$ cat src/hdl/edwa_pkg.sv
`timescale 1ns / 1ps

package edwa_pkg;

	localparam int SAMPLE_BITS = 16;
	localparam int INDEX_BITS  = 20;
	localparam int AREA_BITS   = 40;

	// result queue between front and back
	localparam int QDEPTH     = 4;
	localparam int QPTR_BITS  = $clog2(QDEPTH);
	localparam int QCNT_BITS  = $clog2(QDEPTH + 1);

	localparam logic [INDEX_BITS-1:0] IDX_MAX  = {INDEX_BITS{1'b1}};
	localparam logic [AREA_BITS-1:0]  AREA_MAX = {1'b0, {(AREA_BITS-1){1'b1}}};
	localparam logic [AREA_BITS-1:0]  AREA_MIN = {1'b1, {(AREA_BITS-1){1'b0}}};

	// one output word
	typedef struct packed {
		logic [INDEX_BITS-1:0]         peak_index;
		logic signed [SAMPLE_BITS-1:0] peak_value;
		logic signed [AREA_BITS-1:0]   area_twice;
		logic                          is_maximum;
		logic                          is_sentinel;
		logic                          trace_done;
		logic                          run_last;
		logic                          too_short;
		logic                          overflowed;
	} peak_rec_t;

	// all words caused by one sample
	typedef struct packed {
		logic      two;
		peak_rec_t r1;
		peak_rec_t r0;
	} q_entry_t;

	typedef struct packed {
		logic full;
		logic empty;
	} q_stat_t;

endpackage

$ cat src/hdl/edwa_smp_if.sv
`timescale 1ns / 1ps

interface edwa_smp_if;
	import edwa_pkg::*;

	logic                          valid;
	logic                          ready;
	logic signed [SAMPLE_BITS-1:0] sample;
	logic                          is_last;

	modport source (output valid, output sample, output is_last, input ready);
	modport sink (input valid, input sample, input is_last, output ready);
endinterface

$ cat src/hdl/edwa_peak_if.sv
`timescale 1ns / 1ps

interface edwa_peak_if;
	import edwa_pkg::*;

	logic                          valid;
	logic                          ready;
	logic [INDEX_BITS-1:0]         peak_index;
	logic signed [SAMPLE_BITS-1:0] peak_value;
	logic signed [AREA_BITS-1:0]   area_twice;
	logic                          is_maximum;
	logic                          is_sentinel;
	logic                          trace_done;
	logic                          run_last;
	logic                          too_short;
	logic                          overflowed;

	modport source (
		output valid, output peak_index, output peak_value, output area_twice,
		output is_maximum, output is_sentinel, output trace_done, output run_last,
		output too_short, output overflowed, input ready
	);
	modport sink (
		input valid, input peak_index, input peak_value, input area_twice,
		input is_maximum, input is_sentinel, input trace_done, input run_last,
		input too_short, input overflowed, output ready
	);
endinterface

$ cat src/hdl/edwa_front.sv
`timescale 1ns / 1ps

module edwa_front (
	input  logic               clk,
	input  logic               arst_n,
	edwa_smp_if.sink           samples,
	input  edwa_pkg::q_stat_t  q_stat,
	output logic               push,
	output edwa_pkg::q_entry_t push_data
);
	import edwa_pkg::*;

	typedef enum logic [1:0] {TR_NONE, TR_UP, TR_DOWN} trend_t;

	logic signed [SAMPLE_BITS-1:0] prev_q;
	logic signed [SAMPLE_BITS-1:0] first_q;
	trend_t                        trend_q;
	logic [INDEX_BITS-1:0]         count_q;
	logic signed [AREA_BITS-1:0]   area_q;
	logic                          head_sent_q;
	logic                          last_max_q;
	logic                          ovf_q;
	logic                          idx_full_q;

	logic                          accept;
	logic                          start;
	logic signed [SAMPLE_BITS-1:0] x;
	logic                          is_last;
	logic [INDEX_BITS-1:0]         pidx;
	logic signed [AREA_BITS:0]     sum_w;
	logic signed [AREA_BITS-1:0]   sum_sat;
	logic                          sat;
	logic                          ovf_n;
	logic                          diff;
	logic                          rising;
	logic                          has_a;
	logic                          has_b;
	logic                          lm_a;
	peak_rec_t                     rec_a;
	peak_rec_t                     rec_b;
	peak_rec_t                     rec_c;
	peak_rec_t                     rec_short;

	function automatic peak_rec_t mk_rec(
		input logic [INDEX_BITS-1:0]         idx,
		input logic signed [SAMPLE_BITS-1:0] val,
		input logic signed [AREA_BITS-1:0]   area,
		input logic                          mx,
		input logic                          sent
	);
		peak_rec_t r;
		r = '0;
		r.peak_index  = idx;
		r.peak_value  = val;
		r.area_twice  = area;
		r.is_maximum  = mx;
		r.is_sentinel = sent;
		return r;
	endfunction

	assign samples.ready = !q_stat.full;
	assign accept        = samples.valid && samples.ready;
	assign x             = samples.sample;
	assign is_last       = samples.is_last;
	assign start         = (count_q == '0) && !idx_full_q;

	// running area, saturated to the signed range
	always_comb begin
		sum_w = {area_q[AREA_BITS-1], area_q}
			+ {{(AREA_BITS+1-SAMPLE_BITS){prev_q[SAMPLE_BITS-1]}}, prev_q}
			+ {{(AREA_BITS+1-SAMPLE_BITS){x[SAMPLE_BITS-1]}}, x};
		sat = sum_w[AREA_BITS] != sum_w[AREA_BITS-1];
		if (!sat) begin
			sum_sat = sum_w[AREA_BITS-1:0];
		end else if (sum_w[AREA_BITS]) begin
			sum_sat = AREA_MIN;
		end else begin
			sum_sat = AREA_MAX;
		end
		ovf_n = ovf_q || idx_full_q || sat;
		pidx  = idx_full_q ? IDX_MAX : count_q - INDEX_BITS'(1);
	end

	// classify the sample against the previous one
	always_comb begin
		diff   = x != prev_q;
		rising = x > prev_q;
		has_a  = 1'b0;
		lm_a   = last_max_q;
		rec_a  = '0;
		if (diff) begin
			if (!head_sent_q) begin
				has_a = 1'b1;
				lm_a  = x < first_q;
				rec_a = mk_rec('0, first_q, '0, x < first_q, 1'b1);
			end else if (trend_q == TR_UP && !rising) begin
				has_a = 1'b1;
				lm_a  = 1'b1;
				rec_a = mk_rec(pidx, prev_q, area_q, 1'b1, 1'b0);
			end else if (trend_q == TR_DOWN && rising) begin
				has_a = 1'b1;
				lm_a  = 1'b0;
				rec_a = mk_rec(pidx, prev_q, area_q, 1'b0, 1'b0);
			end
		end
		// all-flat trace: leading sentinel falls back to a minimum
		has_b = !head_sent_q && !diff;
		rec_b = mk_rec('0, first_q, '0, 1'b0, 1'b1);
		rec_c = mk_rec(count_q, x, sum_sat, has_b ? 1'b1 : !lm_a, 1'b1);
		rec_a.overflowed = ovf_n;
		rec_b.overflowed = ovf_n;
		rec_c.overflowed = ovf_n;
		rec_c.run_last   = 1'b1;
		rec_c.trace_done = 1'b1;
		rec_short            = '0;
		rec_short.too_short  = 1'b1;
		rec_short.trace_done = 1'b1;
		rec_short.run_last   = 1'b1;
	end

	// pack the words of this sample for the queue
	always_comb begin
		push_data = '0;
		push      = 1'b0;
		if (start) begin
			push         = accept && is_last;
			push_data.r0 = rec_short;
		end else if (is_last) begin
			push          = accept;
			push_data.two = has_a || has_b;
			push_data.r0  = has_b ? rec_b : (has_a ? rec_a : rec_c);
			push_data.r1  = rec_c;
		end else begin
			push                  = accept && has_a;
			push_data.r0          = rec_a;
			push_data.r0.run_last = 1'b1;
		end
	end

	// trace state
	always_ff @(posedge clk or negedge arst_n) begin
		if (!arst_n) begin
			prev_q      <= '0;
			first_q     <= '0;
			trend_q     <= TR_NONE;
			count_q     <= '0;
			area_q      <= '0;
			head_sent_q <= 1'b0;
			last_max_q  <= 1'b0;
			ovf_q       <= 1'b0;
			idx_full_q  <= 1'b0;
		end else if (accept) begin
			if (is_last) begin
				prev_q      <= '0;
				first_q     <= '0;
				trend_q     <= TR_NONE;
				count_q     <= '0;
				area_q      <= '0;
				head_sent_q <= 1'b0;
				last_max_q  <= 1'b0;
				ovf_q       <= 1'b0;
				idx_full_q  <= 1'b0;
			end else if (start) begin
				first_q <= x;
				prev_q  <= x;
				count_q <= INDEX_BITS'(1);
			end else begin
				prev_q     <= x;
				area_q     <= sum_sat;
				ovf_q      <= ovf_n;
				last_max_q <= lm_a;
				if (diff) begin
					head_sent_q <= 1'b1;
					trend_q     <= rising ? TR_UP : TR_DOWN;
				end
				if (count_q != IDX_MAX) begin
					count_q <= count_q + INDEX_BITS'(1);
				end else begin
					idx_full_q <= 1'b1;
				end
			end
		end
	end

`ifndef SYNTH
	a_fresh_trace: assert property (@(posedge clk) disable iff (!arst_n)
		(count_q == '0 && !idx_full_q) |-> (!head_sent_q && trend_q == TR_NONE))
		else $error("trace state not clean before first sample");
	a_head_trend: assert property (@(posedge clk) disable iff (!arst_n)
		head_sent_q == (trend_q != TR_NONE))
		else $error("leading sentinel flag out of step with trend");
`endif

endmodule

$ cat src/hdl/edwa_queue.sv
`timescale 1ns / 1ps

module edwa_queue (
	input  logic               clk,
	input  logic               arst_n,
	input  logic               push,
	input  edwa_pkg::q_entry_t push_data,
	input  logic               pop,
	output edwa_pkg::q_entry_t pop_data,
	output edwa_pkg::q_stat_t  stat
);
	import edwa_pkg::*;

	q_entry_t               mem_q [QDEPTH];
	logic [QPTR_BITS-1:0]   wr_ptr_q;
	logic [QPTR_BITS-1:0]   rd_ptr_q;
	logic [QCNT_BITS-1:0]   cnt_q;

	function automatic logic [QPTR_BITS-1:0] ptr_next(input logic [QPTR_BITS-1:0] p);
		return (p == QPTR_BITS'(QDEPTH - 1)) ? '0 : p + QPTR_BITS'(1);
	endfunction

	assign stat.full  = cnt_q == QCNT_BITS'(QDEPTH);
	assign stat.empty = cnt_q == '0;
	assign pop_data   = mem_q[rd_ptr_q];

	// entry storage
	always_ff @(posedge clk) begin
		if (push) begin
			mem_q[wr_ptr_q] <= push_data;
		end
	end

	// pointers and fill count
	always_ff @(posedge clk or negedge arst_n) begin
		if (!arst_n) begin
			wr_ptr_q <= '0;
			rd_ptr_q <= '0;
			cnt_q    <= '0;
		end else begin
			if (push) begin
				wr_ptr_q <= ptr_next(wr_ptr_q);
			end
			if (pop) begin
				rd_ptr_q <= ptr_next(rd_ptr_q);
			end
			if (push && !pop) begin
				cnt_q <= cnt_q + QCNT_BITS'(1);
			end else if (pop && !push) begin
				cnt_q <= cnt_q - QCNT_BITS'(1);
			end
		end
	end

`ifndef SYNTH
	a_no_overrun: assert property (@(posedge clk) disable iff (!arst_n)
		push |-> !stat.full)
		else $error("push into full queue");
	a_no_underrun: assert property (@(posedge clk) disable iff (!arst_n)
		pop |-> !stat.empty)
		else $error("pop from empty queue");
	a_cnt_bound: assert property (@(posedge clk) disable iff (!arst_n)
		cnt_q <= QCNT_BITS'(QDEPTH))
		else $error("queue count beyond depth");
`endif

endmodule

$ cat src/hdl/edwa_back.sv
`timescale 1ns / 1ps

module edwa_back (
	input  logic               clk,
	input  logic               arst_n,
	input  edwa_pkg::q_entry_t pop_data,
	input  edwa_pkg::q_stat_t  q_stat,
	output logic               pop,
	edwa_peak_if.source        peaks
);
	import edwa_pkg::*;

	logic      out_valid_q;
	logic      sel_q;
	peak_rec_t rec_q;
	logic      load;

	// output register takes a new word when empty or being drained
	assign load = !out_valid_q || peaks.ready;
	assign pop  = load && !q_stat.empty && (sel_q || !pop_data.two);

	always_ff @(posedge clk or negedge arst_n) begin
		if (!arst_n) begin
			out_valid_q <= 1'b0;
			sel_q       <= 1'b0;
		end else if (load) begin
			out_valid_q <= !q_stat.empty;
			if (!q_stat.empty) begin
				sel_q <= !sel_q && pop_data.two;
			end
		end
	end

	// output word
	always_ff @(posedge clk) begin
		if (load && !q_stat.empty) begin
			rec_q <= sel_q ? pop_data.r1 : pop_data.r0;
		end
	end

	assign peaks.valid       = out_valid_q;
	assign peaks.peak_index  = rec_q.peak_index;
	assign peaks.peak_value  = rec_q.peak_value;
	assign peaks.area_twice  = rec_q.area_twice;
	assign peaks.is_maximum  = rec_q.is_maximum;
	assign peaks.is_sentinel = rec_q.is_sentinel;
	assign peaks.trace_done  = rec_q.trace_done;
	assign peaks.run_last    = rec_q.run_last;
	assign peaks.too_short   = rec_q.too_short;
	assign peaks.overflowed  = rec_q.overflowed;

`ifndef SYNTH
	a_second_word: assert property (@(posedge clk) disable iff (!arst_n)
		sel_q |-> (out_valid_q && !q_stat.empty))
		else $error("second word pending without its entry");
`endif

endmodule

$ cat src/hdl/extremum_detector_with_area.sv
`timescale 1ns / 1ps

// Local extremum detector with running trapezoidal area. Takes one trace sample per
// cycle on samples and reports maxima, minima and the leading and trailing sentinels on
// peaks, each with its index, value and twice the area from sample 0. A sample is
// accepted every cycle while the four-entry result queue has room; a result word passes
// through that queue and then the output register. The last sample of a trace may
// give two words, which leave one after the other, so the sustained rate is one sample
// per cycle and the output port limits it only when the queue fills under backpressure.

module extremum_detector_with_area (
	input logic         clk,
	input logic         arst_n,
	edwa_smp_if.sink    samples,
	edwa_peak_if.source peaks
);
	import edwa_pkg::*;

	logic     push;
	logic     pop;
	q_entry_t push_data;
	q_entry_t pop_data;
	q_stat_t  q_stat;

	edwa_front u_front (
		.clk       (clk),
		.arst_n    (arst_n),
		.samples   (samples),
		.q_stat    (q_stat),
		.push      (push),
		.push_data (push_data)
	);

	edwa_queue u_queue (
		.clk       (clk),
		.arst_n    (arst_n),
		.push      (push),
		.push_data (push_data),
		.pop       (pop),
		.pop_data  (pop_data),
		.stat      (q_stat)
	);

	edwa_back u_back (
		.clk      (clk),
		.arst_n   (arst_n),
		.pop_data (pop_data),
		.q_stat   (q_stat),
		.pop      (pop),
		.peaks    (peaks)
	);

endmodule

$ cat src/flat_wrapper.sv
// flat-port wrapper written by rule: the top's interface ports become plain ports
module extremum_detector_with_area_flat import edwa_pkg::*;
  (clk, arst_n, samples_valid, samples_sample, samples_is_last, samples_ready, peaks_valid, peaks_peak_index, peaks_peak_value, peaks_area_twice, peaks_is_maximum, peaks_is_sentinel, peaks_trace_done, peaks_run_last, peaks_too_short, peaks_overflowed, peaks_ready);
  edwa_smp_if samples_i ();
  edwa_peak_if peaks_i ();
  input logic clk;
  input logic arst_n;
  input wire logic [$bits(samples_i.valid)-1:0] samples_valid;
  input wire logic [$bits(samples_i.sample)-1:0] samples_sample;
  input wire logic [$bits(samples_i.is_last)-1:0] samples_is_last;
  output wire logic [$bits(samples_i.ready)-1:0] samples_ready;
  output wire logic [$bits(peaks_i.valid)-1:0] peaks_valid;
  output wire logic [$bits(peaks_i.peak_index)-1:0] peaks_peak_index;
  output wire logic [$bits(peaks_i.peak_value)-1:0] peaks_peak_value;
  output wire logic [$bits(peaks_i.area_twice)-1:0] peaks_area_twice;
  output wire logic [$bits(peaks_i.is_maximum)-1:0] peaks_is_maximum;
  output wire logic [$bits(peaks_i.is_sentinel)-1:0] peaks_is_sentinel;
  output wire logic [$bits(peaks_i.trace_done)-1:0] peaks_trace_done;
  output wire logic [$bits(peaks_i.run_last)-1:0] peaks_run_last;
  output wire logic [$bits(peaks_i.too_short)-1:0] peaks_too_short;
  output wire logic [$bits(peaks_i.overflowed)-1:0] peaks_overflowed;
  input wire logic [$bits(peaks_i.ready)-1:0] peaks_ready;
  assign samples_i.valid = samples_valid;
  assign samples_i.sample = samples_sample;
  assign samples_i.is_last = samples_is_last;
  assign samples_ready = samples_i.ready;
  assign peaks_valid = peaks_i.valid;
  assign peaks_peak_index = peaks_i.peak_index;
  assign peaks_peak_value = peaks_i.peak_value;
  assign peaks_area_twice = peaks_i.area_twice;
  assign peaks_is_maximum = peaks_i.is_maximum;
  assign peaks_is_sentinel = peaks_i.is_sentinel;
  assign peaks_trace_done = peaks_i.trace_done;
  assign peaks_run_last = peaks_i.run_last;
  assign peaks_too_short = peaks_i.too_short;
  assign peaks_overflowed = peaks_i.overflowed;
  assign peaks_i.ready = peaks_ready;
  extremum_detector_with_area u_core (.clk(clk), .arst_n(arst_n), .samples(samples_i), .peaks(peaks_i));
endmodule
$ cat config.mk
export PLATFORM = sky130hd
export DESIGN_NAME = extremum_detector_with_area_flat
export DESIGN_NICKNAME = d
export VERILOG_FILES = /design/src/hdl/edwa_pkg.sv /design/src/hdl/edwa_smp_if.sv /design/src/hdl/edwa_peak_if.sv /design/src/hdl/edwa_front.sv /design/src/hdl/edwa_queue.sv /design/src/hdl/edwa_back.sv /design/src/hdl/extremum_detector_with_area.sv /design/src/flat_wrapper.sv
export SDC_FILE = /design/constraint.sdc
export NUM_CORES = 1
export LEC_CHECK = 0
export ABC_AREA = 1
export BUFFER_PORTS_ARGS = -buffer_cell sky130_fd_sc_hd__buf_4
export CAP_MARGIN = 25
export CORE_MARGIN = 2
export CORE_UTILIZATION = 60
export DETAILED_ROUTE_END_ITERATION = 16
export GPL_TIMING_DRIVEN = 1
export MAX_ROUTING_LAYER = met4
export PLACE_DENSITY = 0.79
export REMOVE_ABC_BUFFERS = 1
export SLEW_MARGIN = 5
export SYNTH_ARGS = -nofsm -noshare
export SYNTH_HDL_FRONTEND = slang
export SYNTH_SLANG_ARGS = --single-unit
$ cat constraint.sdc
create_clock -name clk -period 13.45 [get_ports clk]
set_input_delay 1.345 -clock clk [delete_from_list [all_inputs] [get_ports clk]]
set_output_delay 1.345 -clock clk [all_outputs]
set_load 0.03 [all_outputs]
# Yosys cells after proc, flatten, opt, wreduce, memory -nomap -nowiden
# Memories as Yosys holds them, arrays and structs flattened.
# Index checks and enable logic that the tools add are counted.
# W data, S select, Z words.
totals:
  ff_bits: 189
  ramBits: 660
  inputBits: 21
  output_inout_bits: 84
  word_cells: 139
  n_memories: 1
memory_table:
  columns: ["name", "words", "width", "rd", "rd_clocked_by_memory_dff", "write_ports", "line_no", "rtl"]
  rows:
  - ["u_core.u_queue.mem_q", 4, 165, 1, 0, 1, "edwa_queue.sv:14", "q_entry_t mem_q [QDEPTH];"]
op_classes:
  n_addsub: 8
  order_cmp: 2
  eq_ne: 10
  mux: 53
  n_bitwise: 1
  n_reduce_logical: 41
ops:
  columns: ["op", "count"]
  rows:
  - ["$mux W82", 9]
  - ["$mux W83", 2]
  - ["$mux W40", 4]
  - ["$mux W20", 4]
  - ["$mux W16", 3]
  - ["$add A40 B16 Y41", 1]
  - ["$add A41 B41 Y41", 1]
  - ["$mux W1", 23]
  - ["$add A20 B1 Y20 const B", 1]
  - ["$logic_not A20 Y1", 1]
  - ["$ne A20 B20 Y1 const B", 1]
  - ["$sub A20 B1 Y20 const B", 1]
  - ["$gt A16 B16 Y1", 1]
  - ["$lt A16 B16 Y1", 1]
  - ["$ne A16 B16 Y1", 1]
  - ["$logic_and A1 B1 Y1", 12]
  - ["$logic_not A1 Y1", 12]
  - ["$mux W2", 6]
  - ["$reduce_and A2 Y1", 4]
  - ["$eq A2 B2 Y1 const B", 3]
  - ["$mux W3", 2]
  - ["$reduce_and A3 Y1", 2]
  - ["$reduce_bool A2 Y1", 3]
  - ["$logic_or A1 B1 Y1", 5]
  - ["10 further kinds", 12]

# Logic depth before layout (Yosys ltp)
logic_depth:
  depth_word: 13
  depth_mapped: 25
  mapped_depth_nobuf: 25

# Modules after synthesis
# A second synthesis with hierarchy kept.
hier_totals:
  hier_cells: 4149
  area_unflattened_um2: 42001.5
by_module_without_submodules:
  columns: ["module", "instances", "cells_per_inst", "area_each_um2", "seq_area_each_um2"]
  rows:
  - ["edwa_queue", 1, 1977, 26706.9, 19994.2]
  - ["edwa_front", 1, 1812, 11601.1, 2452.4]
  - ["edwa_back", 1, 360, 3693.5, 2512.4]

# Worst setup path before layout
# Ideal clock, no wire load.
synth_timing:
  path_type: "reg-to-reg"
  from: "reg u_core.u_front.prev_q[15]"
  to: "mem u_core.u_queue.mem_q[0][0] (netlist bit) (enable)"
  setup_ns: 0.687
  arrival_time_ns: 9.644
  required_time_ns: 12.763
  path_slack_ns: 3.119
  path_stages_with_launch: 13
  n_path_buf: 0
  period_less_slack_ns: 10.331
  path_cell_list: "dfrtp_1 inv_1 ha_1 nand4_2 nor2_1 nand2_1 nand3_1 nand2_2 nand2_4 o21ai_2 nand2_1 nand2_1 nor2_1"
synth_between:
  elab_chain_cells: 11
  word_cells_on_any_way: 14
  classes_between: "order compare: 1; eq/ne: 1; mux: 8; reduce/logical: 4"
synth_lines:
  columns: ["item", "line_no", "rtl"]
  rows:
  - ["start, declared", "edwa_front.sv:15", "logic signed [SAMPLE_BITS-1:0] prev_q;"]
  - ["start signal, assigned", "edwa_front.sv:143", "prev_q <= '0;"]
  - ["start signal, assigned", "edwa_front.sv:154", "prev_q <= '0;"]
  - ["start signal, assigned", "edwa_front.sv:165", "prev_q <= x;"]
  - ["$gt A16 B16 Y1", "edwa_front.sv:87", "rising = x > prev_q;"]
  - ["$logic_and A1 B1 Y1 or $logic_not A1 Y1 (tied branches)", "edwa_front.sv:100, edwa_front.sv:96", null]
  - ["$mux W1 or $logic_and A1 B1 Y1 (tied branches)", "edwa_front.sv:100, edwa_front.sv:96", null]
  - ["$mux W1", "edwa_front.sv:96", "end else if (trend_q == TR_UP && !rising) begin"]
  - ["$mux W1", "edwa_front.sv:92", "if (!head_sent_q) begin"]
  - ["$mux W1 (*)", "edwa_front.sv:91", "if (diff) begin"]
  - ["$logic_and A1 B1 Y1 (*)", "edwa_front.sv:134", "push = accept && has_a;"]
  - ["$mux W1 (*)", "edwa_front.sv:128", "end else if (is_last) begin"]
  - ["$mux W1 (*)", "edwa_front.sv:125", "if (start) begin"]
  - ["$mux W1 (*)", "edwa_queue.sv:29", "if (push) begin"]
  - ["$mux W1 (implied by the code) (*)", "edwa_queue.sv:30", "mem_q[wr_ptr_q] <= push_data;"]
  - ["end, declared", "edwa_queue.sv:14", null]
# Mark *: on every way between the ends. The rest lies on a longest branch, timed or not.

==> metrics.txt <==
initial antenna violation count 2; final cell area excluding filler cells 43300 um2; final critical-path share of the clock period 0.404; flip-flop and latch count after synthesis 837; ratio of cells with drive above 1 in the final layout 0.0921; Mapped Area 39000 um2; skew final 0.0188 ns; top-level I/O count 105; Core Footprint 64300 um2; worst relative slew slack 0.301; Vias per Instance 6.04; endpoint required time on the critical path 13.84 ns; sort of element at the end of the critical path flip-flop; pwr dens 267 nW/um2; Leakage Power 0.0166 uW; number of vias in the routed layout 28400; total die area 67000 um2; portion of the post-synthesis area used by sequential elements 0.631; run status finished, final reports clean; quantity of I/O buffers inserted on ports 104; clock sink count 837; gpl congestion 0.974; maximum number of pins on one net before global-route repair 175; startpoint of the most critical register-to-register path u_core.u_front.prev_q[15]$_DFFE_PN0P_; number of distinct library cells after synthesis 48; ANT nets after route 0; detailed router's first-iteration violation count 3202; number of standard-cell rows in the floorplan 93; r2r worst-path depth 16; class of the worst hold path flip-flop to flip-flop; HPWL after detailed placement 58.1 mm; wire length of the first global-routing pass 154 mm; TritonCTS buffer count 85; endpoint of the lowest-slack register-to-register path u_core.u_queue.mem_q[0][8]$_DFFE_PP_; Final #Nets 3914; Post-Syn Area per Cell 10.4 um2; maximum fanout count along the critical path 39; chip width 259 um; number of setup violations in the final report 0; count of final max-slew check failures 0; arrival time reported for the critical path endpoint 5.82 ns; source of the critical timing path samples_sample[15]; post-CTS setup-driven buffer insertion count 0; upper clock frequency limit 184 MHz; Chip Height 259 um; utilization of the core after routing 0.674; worst-case register-to-register setup slack 8.41 ns; Skew-Pair Late Insertion Delay 0.64 ns; Tot GR Track Use 0.306; # H-tree levels 3; buffer type at the clock tree root clkbuf_16; area of placed instances 40300 um2; hold path endpoint u_core.u_front.ovf_q$_DFFE_PN0P_; number of cells on the worst hold path 2; kind of critical path input pin to flip-flop; number of buffers on the longest clock path 3; DRC violation count after routing 0; fraction of synthesis flops using an asynchronous set or reset pin 0.128; number of iterations in the first detailed-routing pass 6; effective utilization at floorplan 0.605; via count of the first global-routing pass 28100; number of buffers added to fix hold violations after cts 0; number of synthesized flops with an enable pin 730; overflow left after global routing 0; slew at the pin closest to its max-slew limit 1.05 ns; hold wc startpoint u_core.u_front.ovf_q$_DFFE_PN0P_; Max Cap Viol 0; peak supply drop 217 uV; total of cells resized after clock tree synthesis 0; Total Neg Setup Slack 0 ns; CTS tree built; final critical path time including I/O delays and setup 5.44 ns; final-report hold violation count 0; critical path launch point type input pin; yosys synthesis warning count 0; Most used DFF post-synth edfxtp_1; Area Overhead vs Synth 11.2%; average wire per standard cell 21.0 um; clock-pin slew of the registers on the worst-case setup and hold paths 0.06 ns; Synth Instances 3732; unrepaired setup endpoints after global routing no; total routed wirelength 98.9 mm
[registers in the layout, summed over array words and instances, names as in the netlist, 2 cells and up]
signal                          cells
u_core.u_queue.wr_ptr_q             2
u_core.u_back.peaks.area_twice     40
u_core.u_front.area_q              40
u_core.u_back.peaks.peak_value     16
u_core.u_front.prev_q              16
u_core.u_front.count_q             20
u_core.u_queue.cnt_q                3
u_core.u_queue.mem_q              648
u_core.u_front.first_q             16
u_core.u_back.peaks.peak_index     20
u_core.u_queue.rd_ptr_q             2
u_core.u_front.trend_q              2
[kinds of logic (layout without fill, tap and decap cells)]
family / after synthesis / after routing / synth area share
fa+ha+maj: 122 / 122 / 0.0473
flops: 837 / 837 / 0.631
other cells: 0 / 2 / 0
simple gates: 1490 / 1490 / 0.153
xor+xnor: 21 / 21 / 0.00472
compound gates: 859 / 859 / 0.122
buf+inv: 403 / 514 / 0.0418
[Yosys cell counts, types with 2 or more instances]
cell type	number	area, um2
nor2_1	760	2850
edfxtp_1	730	21900
nand2_1	536	2010
o21ai_0	474	2370
inv_1	197	739
clkbuf_1	150	563
nand3_1	127	636
a21oi_1	111	556
dfrtp_1	107	2680
a31oi_1	87	544
o22ai_1	85	532
ha_1	80	1000
fa_1	42	841
o21ai_1	34	170
o21ai_2	30	263
xor2_1	19	166
buf_2	18	90.1
nand4_1	15	93.8
buf_1	11	41.3
nor3_1	11	55.1
buf_6	10	113
o21a_1	10	75.1
a21o_1	9	67.6
nand2_2	9	56.3
nor4_1	9	56.3
clkinv_1	8	30.0
a221o_1	5	50.1
nor2_2	5	31.3
o31ai_1	5	37.5
buf_4	4	30.0
nand2_4	4	45.0
o21bai_1	4	30.0
inv_2	3	11.3
nor3_2	3	30.0
a21boi_0	2	15.0
inv_4	2	12.5
nand3b_1	2	15.0
nor2_4	2	22.5
or2_2	2	12.5
xnor2_1	2	17.5
[through the flow]
stage          cells  setup WS, ns  power [uW]  hold WS (ns)
2_1_floorplan   3539         0.457        7480         0.471
3_3_place_gp    4537          7.56        8880         0.503
3_5_place_dp    4537          7.45        9010         0.494
4_1_cts         4696          8.08       11500         0.538
5_1_grt         4700          7.64       12200         0.563
6_report        4700          8.01       11600         0.534
[how the worst max path moves through the flow]
stage,end,depth (start not counted)
after detailed placement,u_core.u_queue.mem_q[0][8]$_DFFE_PP_,19
after global placement,u_core.u_queue.mem_q[0][6]$_DFFE_PP_,19
after CTS,u_core.u_queue.mem_q[3][8]$_DFFE_PP_,19
after global routing,u_core.u_queue.mem_q[0][8]$_DFFE_PP_,19
final,u_core.u_queue.mem_q[0][8]$_DFFE_PP_,19
after floorplan,u_core.u_queue.cnt_q[1]$_DFFE_PN0P_,9
[layer usage]
metal	part of all wire	vias to the layer above	global-route usage	routed length [um]
li1	-	13100	-	-
met1	0.40	13700	0.396	39100
met2	0.49	1393	0.495	48100
met3	0.084	259	0.0409	8300
met4	0.034	0	0.121	3400
met5	0	-	-	0
[worst max-delay path: stages]
cell and delay, ns:
buf_4 0.46, inv_1 0.21, fa_1 0.62, inv_1 0.05, ha_1 0.33, inv_1 0.08, nor3_1 0.29, nand2_1 0.08
nor2_1 0.13, nand3_1 0.10, nand3_1 0.09, nand2_1 0.07, and2_1 0.17, ha_1 0.29, buf_4 0.23, nand3_2 0.10
buf_4 0.46, o21ai_0 0.25, o21ai_0 0.41
[report_power, final]
group	leakage [uW]	switching [uW]	internal [uW]
logic	0.00691	3620	1340
clock network	0.00142	1000	1460
registers	0.00828	282	3850
[final cells by class]
class	count	area (um2)
flip-flops and latches	837	24600
fillers	4644	21000
multi-input cells	2492	12800
clock buffers	102	2270
repair buffers	145	1130
well taps	855	1070
inverters	210	806
clock inverters	57	659
diodes	2	5.00
[layout by cell type, fill, tap and decap left out, drive strengths merged]
cell        n
a211oi      1
a21boi      2
a21o        9
a21oi     112
a221o       5
a31oi      87
and2        1
and3        1
buf       145
bufinv     13
clkbuf    102
clkinv     37
clkinvlp    6
dfrtp     107
diode       2
edfxtp    730
fa         42
ha         80
inv       211
nand2     549
nand3     127
nand3b      2
nand4      17
nor2      767
nor3       14
nor4        9
o211ai      1
o21a       10
o21ai     538
o21bai      4
o22ai      85
o31ai       5
or2         3
xnor2       2
xor2       19
Note: power is estimated with default switching activity, not from simulation.
